`src/rtl/ecl_pkg.sv`:
```
// ----------------------------------------------------------------------------
// ecl_pkg
// Shared types and constants of the escape and comment lexer.
// ----------------------------------------------------------------------------
package ecl_pkg;

  typedef enum logic [3:0] {
    M_OUT       = 4'd0,
    M_SLASH     = 4'd1,
    M_BLOCK     = 4'd2,
    M_BLOCK_STAR= 4'd3,
    M_LINE      = 4'd4,
    M_STR       = 4'd5,
    M_ESC       = 4'd6,
    M_OCT       = 4'd7,
    M_HEX       = 4'd8
  } lex_mode_t;

  localparam logic [2:0] K_CHAR   = 3'd0;
  localparam logic [2:0] K_SSTART = 3'd1;
  localparam logic [2:0] K_SBYTE  = 3'd2;
  localparam logic [2:0] K_SEND   = 3'd3;
  localparam logic [2:0] K_ERR    = 3'd4;
  localparam logic [2:0] K_END    = 3'd5;

  localparam logic [7:0] CH_SLASH = 8'h2F;
  localparam logic [7:0] CH_STAR  = 8'h2A;
  localparam logic [7:0] CH_QUOTE = 8'h22;
  localparam logic [7:0] CH_BSL   = 8'h5C;
  localparam logic [7:0] CH_LF    = 8'h0A;
  localparam logic [7:0] CH_SPACE = 8'h20;
  localparam logic [7:0] CH_X     = 8'h78;
  localparam logic [7:0] CH_0     = 8'h30;
  localparam logic [7:0] CH_3     = 8'h33;
  localparam logic [7:0] CH_7     = 8'h37;

  // Up to three results caused by one request.
  typedef struct packed {
    logic [1:0]      cnt;
    logic [2:0][2:0] kind;
    logic [2:0][7:0] value;
  } ecl_bundle_t;

endpackage

```
`src/rtl/ecl_front.sv`:
```
// ----------------------------------------------------------------------------
// ecl_front
// Lexer FSM: takes one byte per cycle unless q_full; builds its result bundle.
// ----------------------------------------------------------------------------
module ecl_front (
  input  logic                 clk,
  input  logic                 rst_n,
  input  logic                 in_tvalid,
  output logic                 in_tready,
  input  logic [7:0]           in_tdata,
  input  logic                 in_tuser,
  input  logic                 q_full,
  output logic                 q_push,
  output ecl_pkg::ecl_bundle_t q_bundle
);

  ecl_pkg::lex_mode_t mode_r, mode_nxt;
  logic [7:0]         dv_r, dv_nxt;
  logic [1:0]         dc_r, dc_nxt;
  logic               so_r, so_nxt;
  logic               accept;

  function automatic logic [4:0] hex_val(input logic [7:0] c);
    logic [4:0] r;
    r = 5'd0;
    if (c >= 8'h30 && c <= 8'h39)      r = {1'b1, c[3:0]};
    else if (c >= 8'h61 && c <= 8'h66) r = {1'b1, 4'(c[3:0] + 4'd9)};
    else if (c >= 8'h41 && c <= 8'h46) r = {1'b1, 4'(c[3:0] + 4'd9)};
    return r;
  endfunction

  assign in_tready = !q_full;
  assign accept    = in_tvalid && in_tready;

  always_comb begin
    logic [7:0]      c;
    logic [1:0]      n;
    logic [2:0][2:0] kv;
    logic [2:0][7:0] vv;
    logic            do_out;
    logic            do_str;
    logic [1:0]      limit;
    logic [1:0]      cnt_inc;
    logic [7:0]      acc;
    logic [4:0]      h;
    c        = in_tdata;
    n        = 2'd0;
    kv       = '0;
    vv       = '0;
    do_out   = 1'b0;
    do_str   = 1'b0;
    mode_nxt = mode_r;
    dv_nxt   = dv_r;
    dc_nxt   = dc_r;
    so_nxt   = so_r;
    limit    = so_r ? 2'd2 : 2'd3;
    cnt_inc  = 2'(dc_r + 2'd1);
    h        = hex_val(c);
    acc      = 8'h00;
    if (in_tuser) begin
      case (mode_r)
        ecl_pkg::M_SLASH: begin
          kv[n] = ecl_pkg::K_CHAR; vv[n] = ecl_pkg::CH_SLASH; n = 2'(n + 2'd1);
          kv[n] = ecl_pkg::K_END; n = 2'(n + 2'd1);
        end
        ecl_pkg::M_STR: begin
          kv[n] = ecl_pkg::K_ERR; n = 2'(n + 2'd1);
        end
        ecl_pkg::M_ESC: begin
          kv[n] = ecl_pkg::K_SBYTE; vv[n] = ecl_pkg::CH_BSL; n = 2'(n + 2'd1);
          kv[n] = ecl_pkg::K_ERR; n = 2'(n + 2'd1);
        end
        ecl_pkg::M_OCT: begin
          kv[n] = ecl_pkg::K_SBYTE; vv[n] = dv_r; n = 2'(n + 2'd1);
          kv[n] = ecl_pkg::K_ERR; n = 2'(n + 2'd1);
        end
        ecl_pkg::M_HEX: begin
          if (dc_r == 2'd0) begin
            kv[n] = ecl_pkg::K_SBYTE; vv[n] = ecl_pkg::CH_BSL; n = 2'(n + 2'd1);
            kv[n] = ecl_pkg::K_SBYTE; vv[n] = ecl_pkg::CH_X; n = 2'(n + 2'd1);
          end else begin
            kv[n] = ecl_pkg::K_SBYTE; vv[n] = dv_r; n = 2'(n + 2'd1);
          end
          kv[n] = ecl_pkg::K_ERR; n = 2'(n + 2'd1);
        end
        default: begin
          kv[n] = ecl_pkg::K_END; n = 2'(n + 2'd1);
        end
      endcase
      mode_nxt = ecl_pkg::M_OUT;
      dv_nxt   = 8'h00;
      dc_nxt   = 2'd0;
      so_nxt   = 1'b0;
    end else begin
      case (mode_r)
        ecl_pkg::M_OUT: do_out = 1'b1;
        ecl_pkg::M_SLASH: begin
          if (c == ecl_pkg::CH_STAR) mode_nxt = ecl_pkg::M_BLOCK;
          else if (c == ecl_pkg::CH_SLASH) mode_nxt = ecl_pkg::M_LINE;
          else begin
            kv[n] = ecl_pkg::K_CHAR; vv[n] = ecl_pkg::CH_SLASH; n = 2'(n + 2'd1);
            mode_nxt = ecl_pkg::M_OUT;
            do_out   = 1'b1;
          end
        end
        ecl_pkg::M_BLOCK: begin
          if (c == ecl_pkg::CH_STAR) mode_nxt = ecl_pkg::M_BLOCK_STAR;
        end
        ecl_pkg::M_BLOCK_STAR: begin
          if (c == ecl_pkg::CH_SLASH) mode_nxt = ecl_pkg::M_OUT;
          else if (c != ecl_pkg::CH_STAR) mode_nxt = ecl_pkg::M_BLOCK;
        end
        ecl_pkg::M_LINE: begin
          if (c == ecl_pkg::CH_LF) mode_nxt = ecl_pkg::M_OUT;
        end
        ecl_pkg::M_STR: do_str = 1'b1;
        ecl_pkg::M_ESC: begin
          dv_nxt = 8'h00;
          dc_nxt = 2'd0;
          so_nxt = 1'b0;
          if (c >= ecl_pkg::CH_0 && c <= ecl_pkg::CH_7) begin
            dv_nxt   = {5'd0, c[2:0]};
            dc_nxt   = 2'd1;
            so_nxt   = (c > ecl_pkg::CH_3);
            mode_nxt = ecl_pkg::M_OCT;
          end else if (c == ecl_pkg::CH_X) begin
            mode_nxt = ecl_pkg::M_HEX;
          end else begin
            mode_nxt = ecl_pkg::M_STR;
            kv[n] = ecl_pkg::K_SBYTE;
            case (c)
              8'h61:            vv[n] = 8'd7;
              8'h62:            vv[n] = 8'd8;
              8'h74:            vv[n] = 8'd9;
              8'h6E:            vv[n] = 8'd10;
              8'h76:            vv[n] = 8'd11;
              8'h66:            vv[n] = 8'd12;
              8'h72:            vv[n] = 8'd13;
              ecl_pkg::CH_BSL:  vv[n] = ecl_pkg::CH_BSL;
              ecl_pkg::CH_QUOTE: vv[n] = ecl_pkg::CH_QUOTE;
              default: begin
                vv[n] = ecl_pkg::CH_BSL;
                n = 2'(n + 2'd1);
                kv[n] = ecl_pkg::K_SBYTE;
                vv[n] = c;
              end
            endcase
            n = 2'(n + 2'd1);
          end
        end
        ecl_pkg::M_OCT: begin
          if (c >= ecl_pkg::CH_0 && c <= ecl_pkg::CH_7 && dc_r < limit) begin
            acc = {dv_r[4:0], c[2:0]};
            if (cnt_inc >= limit) begin
              kv[n] = ecl_pkg::K_SBYTE; vv[n] = acc; n = 2'(n + 2'd1);
              dv_nxt = 8'h00; dc_nxt = 2'd0; so_nxt = 1'b0;
              mode_nxt = ecl_pkg::M_STR;
            end else begin
              dv_nxt = acc;
              dc_nxt = cnt_inc;
            end
          end else begin
            kv[n] = ecl_pkg::K_SBYTE; vv[n] = dv_r; n = 2'(n + 2'd1);
            dv_nxt = 8'h00; dc_nxt = 2'd0; so_nxt = 1'b0;
            mode_nxt = ecl_pkg::M_STR;
            do_str   = 1'b1;
          end
        end
        ecl_pkg::M_HEX: begin
          if (h[4] && dc_r < 2'd2) begin
            acc = {dv_r[3:0], h[3:0]};
            if (cnt_inc >= 2'd2) begin
              kv[n] = ecl_pkg::K_SBYTE; vv[n] = acc; n = 2'(n + 2'd1);
              dv_nxt = 8'h00; dc_nxt = 2'd0; so_nxt = 1'b0;
              mode_nxt = ecl_pkg::M_STR;
            end else begin
              dv_nxt = acc;
              dc_nxt = cnt_inc;
            end
          end else begin
            if (dc_r == 2'd0) begin
              kv[n] = ecl_pkg::K_SBYTE; vv[n] = ecl_pkg::CH_BSL; n = 2'(n + 2'd1);
              kv[n] = ecl_pkg::K_SBYTE; vv[n] = ecl_pkg::CH_X; n = 2'(n + 2'd1);
            end else begin
              kv[n] = ecl_pkg::K_SBYTE; vv[n] = dv_r; n = 2'(n + 2'd1);
            end
            dv_nxt = 8'h00; dc_nxt = 2'd0; so_nxt = 1'b0;
            mode_nxt = ecl_pkg::M_STR;
            do_str   = 1'b1;
          end
        end
        default: begin
          mode_nxt = ecl_pkg::M_OUT;
          dv_nxt = 8'h00; dc_nxt = 2'd0; so_nxt = 1'b0;
          do_out = 1'b1;
        end
      endcase
      if (do_out) begin
        if (c == ecl_pkg::CH_SPACE || (c >= 8'd9 && c <= 8'd13)) begin
          mode_nxt = ecl_pkg::M_OUT;
        end else if (c == ecl_pkg::CH_SLASH) begin
          mode_nxt = ecl_pkg::M_SLASH;
        end else if (c == ecl_pkg::CH_QUOTE) begin
          kv[n] = ecl_pkg::K_SSTART; n = 2'(n + 2'd1);
          mode_nxt = ecl_pkg::M_STR;
        end else begin
          kv[n] = ecl_pkg::K_CHAR; vv[n] = c; n = 2'(n + 2'd1);
        end
      end
      if (do_str) begin
        if (c == ecl_pkg::CH_QUOTE) begin
          kv[n] = ecl_pkg::K_SEND; n = 2'(n + 2'd1);
          mode_nxt = ecl_pkg::M_OUT;
        end else if (c == ecl_pkg::CH_BSL) begin
          mode_nxt = ecl_pkg::M_ESC;
        end else if (c == ecl_pkg::CH_LF) begin
          kv[n] = ecl_pkg::K_ERR; n = 2'(n + 2'd1);
          mode_nxt = ecl_pkg::M_OUT;
        end else begin
          kv[n] = ecl_pkg::K_SBYTE; vv[n] = c; n = 2'(n + 2'd1);
        end
      end
    end
    q_bundle.cnt   = n;
    q_bundle.kind  = kv;
    q_bundle.value = vv;
  end

  assign q_push = accept && (q_bundle.cnt != 2'd0);

  always_ff @(posedge clk) begin
    if (!rst_n) begin
      mode_r <= ecl_pkg::M_OUT;
      dv_r   <= 8'h00;
      dc_r   <= 2'd0;
      so_r   <= 1'b0;
    end else if (accept) begin
      mode_r <= mode_nxt;
      dv_r   <= dv_nxt;
      dc_r   <= dc_nxt;
      so_r   <= so_nxt;
    end
  end

endmodule

```
`src/rtl/ecl_queue.sv`:
```
// ----------------------------------------------------------------------------
// ecl_queue
// Small FIFO of result bundles between the lexer and the output stage.
// ----------------------------------------------------------------------------
module ecl_queue #(
  parameter int QDEPTH = 4
) (
  input  logic                 clk,
  input  logic                 rst_n,
  input  logic                 push,
  input  ecl_pkg::ecl_bundle_t push_data,
  output logic                 full,
  input  logic                 pop,
  output logic                 q_valid,
  output ecl_pkg::ecl_bundle_t head
);

  localparam int AW = (QDEPTH > 1) ? $clog2(QDEPTH) : 1;
  localparam int CW = $clog2(QDEPTH + 1);

  ecl_pkg::ecl_bundle_t mem [QDEPTH];
  logic [AW-1:0] wp_r, wp_nxt;
  logic [AW-1:0] rp_r, rp_nxt;
  logic [CW-1:0] cnt_r, cnt_nxt;
  logic          do_push, do_pop;

  assign full    = (cnt_r == CW'(QDEPTH));
  assign q_valid = (cnt_r != '0);
  assign head    = mem[rp_r];
  assign do_push = push && !full;
  assign do_pop  = pop && q_valid;

  always_comb begin
    wp_nxt  = wp_r;
    rp_nxt  = rp_r;
    cnt_nxt = cnt_r;
    if (do_push) wp_nxt = (wp_r == AW'(QDEPTH - 1)) ? '0 : AW'(wp_r + 1'b1);
    if (do_pop)  rp_nxt = (rp_r == AW'(QDEPTH - 1)) ? '0 : AW'(rp_r + 1'b1);
    if (do_push && !do_pop)      cnt_nxt = CW'(cnt_r + 1'b1);
    else if (do_pop && !do_push) cnt_nxt = CW'(cnt_r - 1'b1);
  end

  always_ff @(posedge clk) begin
    if (do_push) mem[wp_r] <= push_data;
  end

  always_ff @(posedge clk) begin
    if (!rst_n) begin
      wp_r  <= '0;
      rp_r  <= '0;
      cnt_r <= '0;
    end else begin
      wp_r  <= wp_nxt;
      rp_r  <= rp_nxt;
      cnt_r <= cnt_nxt;
    end
  end

endmodule

```
`src/rtl/ecl_back.sv`:
```
// ----------------------------------------------------------------------------
// ecl_back
// Output stage: holds one bundle; sends one result per cycle while out_tready.
// ----------------------------------------------------------------------------
module ecl_back (
  input  logic                 clk,
  input  logic                 rst_n,
  input  logic                 q_valid,
  input  ecl_pkg::ecl_bundle_t head,
  output logic                 pop,
  output logic                 out_tvalid,
  input  logic                 out_tready,
  output logic [7:0]           out_tdata,
  output logic [2:0]           out_tuser,
  output logic                 out_tlast
);

  ecl_pkg::ecl_bundle_t cur_r;
  logic                 vld_r, vld_nxt;
  logic [1:0]           idx_r, idx_nxt;
  logic                 fin;

  assign out_tvalid = vld_r;
  assign out_tdata  = cur_r.value[idx_r];
  assign out_tuser  = cur_r.kind[idx_r];
  assign out_tlast  = (idx_r == 2'(cur_r.cnt - 2'd1));

  assign fin = vld_r && out_tready && out_tlast;
  assign pop = q_valid && (!vld_r || fin);

  always_comb begin
    vld_nxt = vld_r;
    idx_nxt = idx_r;
    if (pop) begin
      vld_nxt = 1'b1;
      idx_nxt = 2'd0;
    end else if (fin) begin
      vld_nxt = 1'b0;
    end else if (vld_r && out_tready) begin
      idx_nxt = 2'(idx_r + 2'd1);
    end
  end

  always_ff @(posedge clk) begin
    if (pop) cur_r <= head;
  end

  always_ff @(posedge clk) begin
    if (!rst_n) begin
      vld_r <= 1'b0;
      idx_r <= 2'd0;
    end else begin
      vld_r <= vld_nxt;
      idx_r <= idx_nxt;
    end
  end

endmodule

```
`src/rtl/escape_and_comment_lexer.sv`:
```
// ----------------------------------------------------------------------------
// escape_and_comment_lexer
// Byte-serial lexer: drops whitespace and comments, decodes string escapes.
// ----------------------------------------------------------------------------
// Input channel in_*: one request per byte; in_tuser high marks end of input
// (in_tdata ignored). Output channel out_*: tokens, out_tuser = kind,
// out_tdata = character or decoded byte, out_tlast on the final token of
// each request. A request makes zero to three tokens.
// The bundle of an accepted request is registered in the queue and is then
// loaded into the output stage, which presents its first token.
// Throughput: one byte per cycle while the receiver is ready and each byte
// makes at most one token; longer requests hold the output until all are sent.
// The lexer runs ahead through a QDEPTH-entry bundle queue; in_tready drops
// only when that queue is full, so a stalled receiver backs up the input
// after QDEPTH pending bundles plus the one being sent.
// Reset (rst_n low, synchronous): lexer outside strings, queue and output
// empty. End of input also returns the lexer to that state.
// ----------------------------------------------------------------------------
module escape_and_comment_lexer #(
  parameter int QDEPTH = 4
) (
  input  logic       clk,
  input  logic       rst_n,
  input  logic       in_tvalid,
  output logic       in_tready,
  input  logic [7:0] in_tdata,   // [7:0] byte_in
  input  logic       in_tuser,   // [0] func
  output logic       out_tvalid,
  input  logic       out_tready,
  output logic [7:0] out_tdata,  // [7:0] value
  output logic [2:0] out_tuser,  // [2:0] kind
  output logic       out_tlast
);

  ecl_pkg::ecl_bundle_t push_data, head;
  logic                 push, full, pop, q_valid;

  ecl_front u_front (
    .clk       (clk),
    .rst_n     (rst_n),
    .in_tvalid (in_tvalid),
    .in_tready (in_tready),
    .in_tdata  (in_tdata),
    .in_tuser  (in_tuser),
    .q_full    (full),
    .q_push    (push),
    .q_bundle  (push_data)
  );

  ecl_queue #(
    .QDEPTH (QDEPTH)
  ) u_queue (
    .clk       (clk),
    .rst_n     (rst_n),
    .push      (push),
    .push_data (push_data),
    .full      (full),
    .pop       (pop),
    .q_valid   (q_valid),
    .head      (head)
  );

  ecl_back u_back (
    .clk        (clk),
    .rst_n      (rst_n),
    .q_valid    (q_valid),
    .head       (head),
    .pop        (pop),
    .out_tvalid (out_tvalid),
    .out_tready (out_tready),
    .out_tdata  (out_tdata),
    .out_tuser  (out_tuser),
    .out_tlast  (out_tlast)
  );

endmodule

```
`config.mk`:
```
export PLATFORM = sky130hd
export DESIGN_NAME = escape_and_comment_lexer
export DESIGN_NICKNAME = d
export VERILOG_FILES = /design/src/rtl/ecl_pkg.sv /design/src/rtl/ecl_front.sv /design/src/rtl/ecl_queue.sv /design/src/rtl/ecl_back.sv /design/src/rtl/escape_and_comment_lexer.sv
export SDC_FILE = /design/constraint.sdc
export NUM_CORES = 1
export LEC_CHECK = 0
export CELL_PAD_IN_SITES_DETAIL_PLACEMENT = 1
export CELL_PAD_IN_SITES_GLOBAL_PLACEMENT = 1
export CORE_AREA = 5 5 217 219
export DETAILED_ROUTE_END_ITERATION = 16
export DIE_AREA = 0 0 222 224
export DONT_BUFFER_PORTS = 1
export GPL_TIMING_DRIVEN = 1
export PLACE_DENSITY_LB_ADDON = 0.05
export REMOVE_ABC_BUFFERS = 1
export SYNTH_ARGS = -nofsm -noshare
export SYNTH_HDL_FRONTEND = slang
export SYNTH_HIERARCHICAL = 1
export SYNTH_SLANG_ARGS = --single-unit
```
`constraint.sdc`:
```
create_clock -name clk -period 6.9 [get_ports clk]
set_input_delay 2.07 -clock clk [delete_from_list [all_inputs] [get_ports clk]]
set_output_delay 2.07 -clock clk [all_outputs]
set_load 0.05 [all_outputs]
```
==> results of run 1 <==
flip-flops by register name, indices dropped and copies added (netlist names), 2 cells and up, named ones only:
register        flops
u_queue/mem       140
u_back/cur_r       35
u_front/dv_r        8
u_front/mode_r      4
u_queue/cnt_r       3
u_back/idx_r        2
u_front/dc_r        2
u_queue/rp_r        2
u_queue/wp_r        2
through the flow:
step / setup TNS [ps] / instance area (um^2) / std cells / hold WS, ps / setup slack, ps
3_3_place_gp: 0 / 10900 / 1364 / 483 / 161
2_1_floorplan: 0 / 9890 / 734 / 468 / 334
6_report: 0 / 11700 / 1410 / 497 / 544
3_5_place_dp: -35.9 / 10900 / 1364 / 498 / -35.9
5_1_grt: 0 / 11700 / 1410 / 527 / 273
4_1_cts: 0 / 11700 / 1410 / 506 / 527
path summary, 6_finish.rpt:
path / from / end / depth (start not counted)
worst max-delay path: in_tdata[0] / u_queue/cnt_r[2] / 22
worst min-delay path: u_queue/wp_r[1] / u_queue/wp_r[1] / 2
worst max register to register: u_front/dc_r[1] / u_queue/cnt_r[2] / 21
worst min register to register: u_queue/wp_r[1] / u_queue/wp_r[1] / 2
cell usage after synthesis (all sizes together), types with 4 or more instances:
master,instances,share of area (%)
a21boi,8,0.63
a21o,9,0.74
a21oi,45,2.4
a22o,4,0.34
a22oi,7,0.52
a31oi,9,0.68
and2,17,1.1
and3,6,0.37
buf,24,1.8
clkbuf,25,0.94
dfxtp,27,5.3
edfxtp,175,52
ha,20,2.5
inv,24,0.89
mux2i,21,2.1
mux4,35,7.9
nand2,67,2.5
nand2b,9,0.55
nand3,31,1.6
nand3b,7,0.52
nand4,4,0.25
nor2,40,1.6
nor2b,10,0.62
nor3,19,0.99
nor3b,6,0.54
nor4,10,0.74
o211ai,9,0.98
o21a,5,0.44
o21ai,40,2.0
o21bai,4,0.33
o221ai,4,0.34
o22ai,5,0.31
o31ai,6,0.44
or3,4,0.30
xnor2,6,0.52
area by class of cell:
class,count,area [um^2],area share [%]
Clock buffer,33,677,5.77
Sequential cell,202,5800,49.4
Timing Repair Buffer,30,275,2.35
Inverter,25,93.8,0.800
Multi-Input combinational cell,507,4010,34.2
Tap cell,600,751,6.40
Clock inverter,13,121,1.03
layer usage:
metal	global-route usage [%]	up-vias
li1	-	3030
met4	3.82	0
met2	22.7	99
met1	18.3	3511
met5	0	-
met3	2.00	44
worst max-delay path, stage by stage:
cell and delay [ps]:
inv_1 110, ha_1 390, nand2_1 160, or4_4 540, and3_1 230, o211ai_4 230
inv_1 100, ha_1 310, a21oi_1 190, ha_1 260, inv_1 60, o41ai_1 70
a21oi_1 250, buf_4 190, o2bb2ai_2 100, nor2b_1 200, ha_1 220, inv_1 70
fa_1 430, xor2_1 180, or3_1 310, a21boi_0 160
power breakdown:
group	internal [mW]	switching, mW	total (mW)
logic	0.319	0.606	0.924
registers	1.66	0.0846	1.74
clock network	0.763	0.514	1.28
total	2.74	1.20	3.94
cells by family after synthesis:
kind of cell    synth area share, %
compound gates                 12.5
xor+xnor                      0.763
fa+ha+maj                      2.66
buf+inv                        3.62
flops                          57.0
mux                            10.2
simple gates                   13.2
==> results_dict.tcl, run 1 <==
set metrics [dict create \
    track_usage_pct 13.5 \
    endpoint_kind "flip-flop" \
    maxSlewViolCount 0 \
    grt_setup_unrepaired "no" \
    skew_ps 16.8 \
    gp_congestion 0.804 \
    wl_met2_mm 16.3 \
    fin_util_pct 26.1 \
    rows 78 \
    fill_cells 4905 \
    most-common-layout-cells "edfxtp_1, nand2_1, a21oi_1" \
    met1_length_mm 15.8 \
    grt_pass1_wl_mm 50.8 \
    antenna_found_initial 0 \
    drt_iter0_markers 343 \
    post_drt_via_cell_ratio 4.74 \
    final-hold-violation-count 0 \
    synth_cells 783 \
    clk_path_buf_depth 3 \
    place_hpwl_mm 22.8 \
    ir_drop_uv 171 \
    ioPinCount 27 \
    synth_ff_type "edfxtp_1" \
    dr_wl_met3_mm 1.00 \
    synth.avg_cell_area_um2 13.0 \
    required_ps 7370 \
    vias 6684 \
    worstSkewPairLatency_ps 550 \
    synth-seq-cells 202 \
    tritoncts "done" \
    numClockSinks 202 \
    start_util_pct 22.6 \
    routed.top_layer "met4" \
    die_h_um 224 \
    mostFrequentLayoutCell "edfxtp_1" \
    p_leak_nw 3.78 \
    tightestPinTransition_ps 1050 \
    setup_viol 0 \
    coreArea_mm2 0.0449 \
    ys_types 94 \
    drc 0 \
    r2r_slack_ps 1320 \
    grt_max_degree 39 \
    nets 826 \
    fmax_mhz 157 \
    h-tree-depth 1 \
    clk_pin_slew_ps 50 \
    finalWirelength_mm 34.0 \
    antenna_cells 0 \
    yosysWarningCount 6 \
    die-area_mm2 0.0497 \
    hold_path.class "flip-flop to flip-flop" \
    path_class "input pin to flip-flop" \
    drive_above_1_share_pct 17.5 \
    status "finished, final reports clean" \
    wl_per_cell_um 24.1 \
    cts_made_buffers 26 \
    synth_edf_count 175 \
    worstPathMaxFanout 10 \
    fin_crit_ps 6360 \
    worst-endpoint-arrival_ps 6830 \
    min_period_over_period_pct 92.1 \
    p_per_area_mw_per_mm2 336 \
    syn2layout_area_growth_pct 15.4 \
    cap_violations 0 \
    grt_pass1_vias 7325 \
    ctsHoldBuffers 0 \
    die_w_um 222 \
    slew-limit-headroom_pct 29.4 \
    cts_root_buffer "clkbuf_16" \
    numPortBuffers 0 \
    antenna_left 0 \
    overflow 0 \
    total_power_mw 3.94 \
    first_pass_iters 4 \
    syn-cell-area_mm2 0.0102 \
    ys_seq_area_share_pct 57.0 \
    async_reset_ff_share_pct 0 \
    cp-start-kind "input pin" \
    cts_setup_buffers 0 \
    cts_resized 0 \
]
No activity file was read; power rests on OpenSTA's default activity.
==> run 2: changes to the inputs <==
--- a/config.mk
+++ b/config.mk
@@ -5,11 +5,12 @@
 export SDC_FILE = /design/constraint.sdc
 export NUM_CORES = 1
 export LEC_CHECK = 0
+export CAP_MARGIN = 25
 export CELL_PAD_IN_SITES_DETAIL_PLACEMENT = 1
 export CELL_PAD_IN_SITES_GLOBAL_PLACEMENT = 1
-export CORE_AREA = 5 5 217 219
+export CORE_AREA = 5 5 207 229
 export DETAILED_ROUTE_END_ITERATION = 16
-export DIE_AREA = 0 0 222 224
+export DIE_AREA = 0 0 212 234
 export DONT_BUFFER_PORTS = 1
 export GPL_TIMING_DRIVEN = 1
 export PLACE_DENSITY_LB_ADDON = 0.05
==> run 2 against run 1 <==
  * Die area down 0.24%
  * Critical path depth shrank 1
  * Core utilization shrank 0.094 points
  * Largest cell class unchanged
==> results_dict.tcl, run 2 (same netlist as run 1, synthesis figures left out) <==
set metrics [dict create \
    status "finished, final reports clean" \
    maxSlewViolCount 0 \
    drt_iter0_markers 273 \
    finalWirelength_mm 32.3 \
    pwr-share-seq_pct 43.9 \
    total_power_mw 3.96 \
    worstSkewPairLatency_ps 520 \
    p_per_area_mw_per_mm2 338 \
    grt_pass1_wl_mm 48.5 \
    cap_violations 0 \
    place_ws_ps 190 \
    most-common-layout-cells "edfxtp_1, nand2_1, a21oi_1" \
    largest_reg_flops 140 \
    cp-start-kind "input pin" \
    ioPinCount 27 \
    min_period_over_period_pct 89.0 \
    hold_path.class "flip-flop to flip-flop" \
    fin_crit_ps 6140 \
    die-area_mm2 0.0496 \
    mostFrequentLayoutCell "edfxtp_1" \
    setup_slack_ps 760 \
    drive_above_1_share_pct 17.3 \
    tightestPinTransition_ps 1060 \
    grt_pass1_vias 7177 \
    cts_root_buffer "clkbuf_16" \
    clk_path_buf_depth 3 \
    tritoncts "done" \
    antenna_cells 0 \
    overflow 0 \
    finalNonFillerCells 1396 \
    die_h_um 234 \
    ir_drop_uv 150 \
    slew-limit-headroom_pct 28.9 \
    wl_per_cell_um 23.1 \
    required_ps 7350 \
    track_usage_pct 13.0 \
    top_register "u_queue/mem" \
    p_leak_nw 3.77 \
    hold_ws_ps 518 \
    grt_setup_unrepaired "no" \
    clk_pin_slew_ps 60 \
    coreArea_mm2 0.0450 \
    top_regs "u_queue/mem: 140 flops, u_back/cur_r: 35 flops, u_front/dv_r: 8 flops" \
    final-hold-violation-count 0 \
    skew_ps 14.3 \
    drc 0 \
    nets 823 \
    worst-endpoint-arrival_ps 6590 \
    place_hpwl_mm 21.9 \
    cts_made_buffers 25 \
    ctsHoldBuffers 0 \
    cts_resized 0 \
    power_frac_comb_pct 22.9 \
    numClockSinks 202 \
    power_switching_share_pct 29.6 \
    grt_max_degree 39 \
    endpoint_kind "flip-flop" \
    numPortBuffers 0 \
    gp_congestion 0.799 \
    p_int_mw 2.79 \
    h-tree-depth 1 \
    cts_setup_buffers 0 \
    setup_viol 0 \
    worstPathMaxFanout 10 \
    first_pass_iters 4 \
    fin_tns_setup_ps 0 \
    clkPwrFrac_pct 33.2 \
    rows 82 \
    p_switching_mw 1.17 \
    vias 6576 \
    die_w_um 212 \
    fmax_mhz 163 \
    placedCellCount 1349 \
    syn2layout_area_growth_pct 15.4 \
    antenna_left 0 \
    post_drt_via_cell_ratio 4.71 \
    start_util_pct 22.6 \
    path_class "input pin to flip-flop" \
    antenna_found_initial 0 \
]
-- run 2: cell count changes in the layout (fill, tap and decap cells not counted), sizes merged --
cell	before	now
buf	30	28
bufinv	2	4
clkbuf	33	31
clkinv	12	10
clkinvlp	0	1
inv	24	25
-- run 2: layer usage --
layer	vias up	part of all wire, %	GRT usage [%]
li1	3030	-	-
met1	3407	45	17.1
met2	106	49	22.5
met3	33	3.8	2.26
met4	0	1.6	2.86
met5	-	0	0
-- run 2: path summary, 6_finish.rpt --
check | from | to | slack (ps) | depth (start not counted)
setup / recovery | in_tdata[0] | u_queue/cnt_r[2] | 760 | 21
hold / removal | u_queue/wp_r[1] | u_queue/wp_r[1] | 520 | 2
setup reg to reg | u_front/dc_r[1] | u_queue/cnt_r[2] | 1640 | 20
hold reg to reg | u_queue/wp_r[1] | u_queue/wp_r[1] | 520 | 2
-- run 2: cell type report --
cell class	instances	area, um^2
fillers	4895	33300
multi-input cells	507	4010
flip-flops and latches	202	5800
clock buffers	31	648
inverters	25	93.8
well taps	588	736
clock inverters	15	179
repair buffers	28	258
-- run 2: power groups by stage --
stage          registers [mW]  clock network, mW  logic (mW)
2_1_floorplan            1.80                  0       0.612
3_3_place_gp             1.76                  0       0.940
3_5_place_dp             1.77                  0       0.952
4_1_cts                  1.75               1.38       0.953
5_1_grt                  1.76               1.43       0.997
6_report                 1.74               1.32       0.908
-- run 2: per-stage QoR --
step / instance area (um^2) / util [%]
4_1_cts: 11700 / 26.0
3_5_place_dp: 10900 / 24.2
5_1_grt: 11700 / 26.0
2_1_floorplan: 9890 / -
6_report: 11700 / 26.0
3_3_place_gp: 10900 / 24.2
-- run 2: critical path, cell delays in order --
cell and delay, ps:
inv_1 110, ha_1 390, nand2_1 170, or4_4 530, and3_1 230, o211ai_4 210, inv_1 90, ha_1 290
a21oi_1 190, ha_1 260, inv_1 60, o41ai_1 80, a21oi_1 230, o2bb2ai_2 130, nor2b_1 190, ha_1 210
inv_1 70, fa_1 430, xor2_1 180, or3_1 310, a21boi_0 170
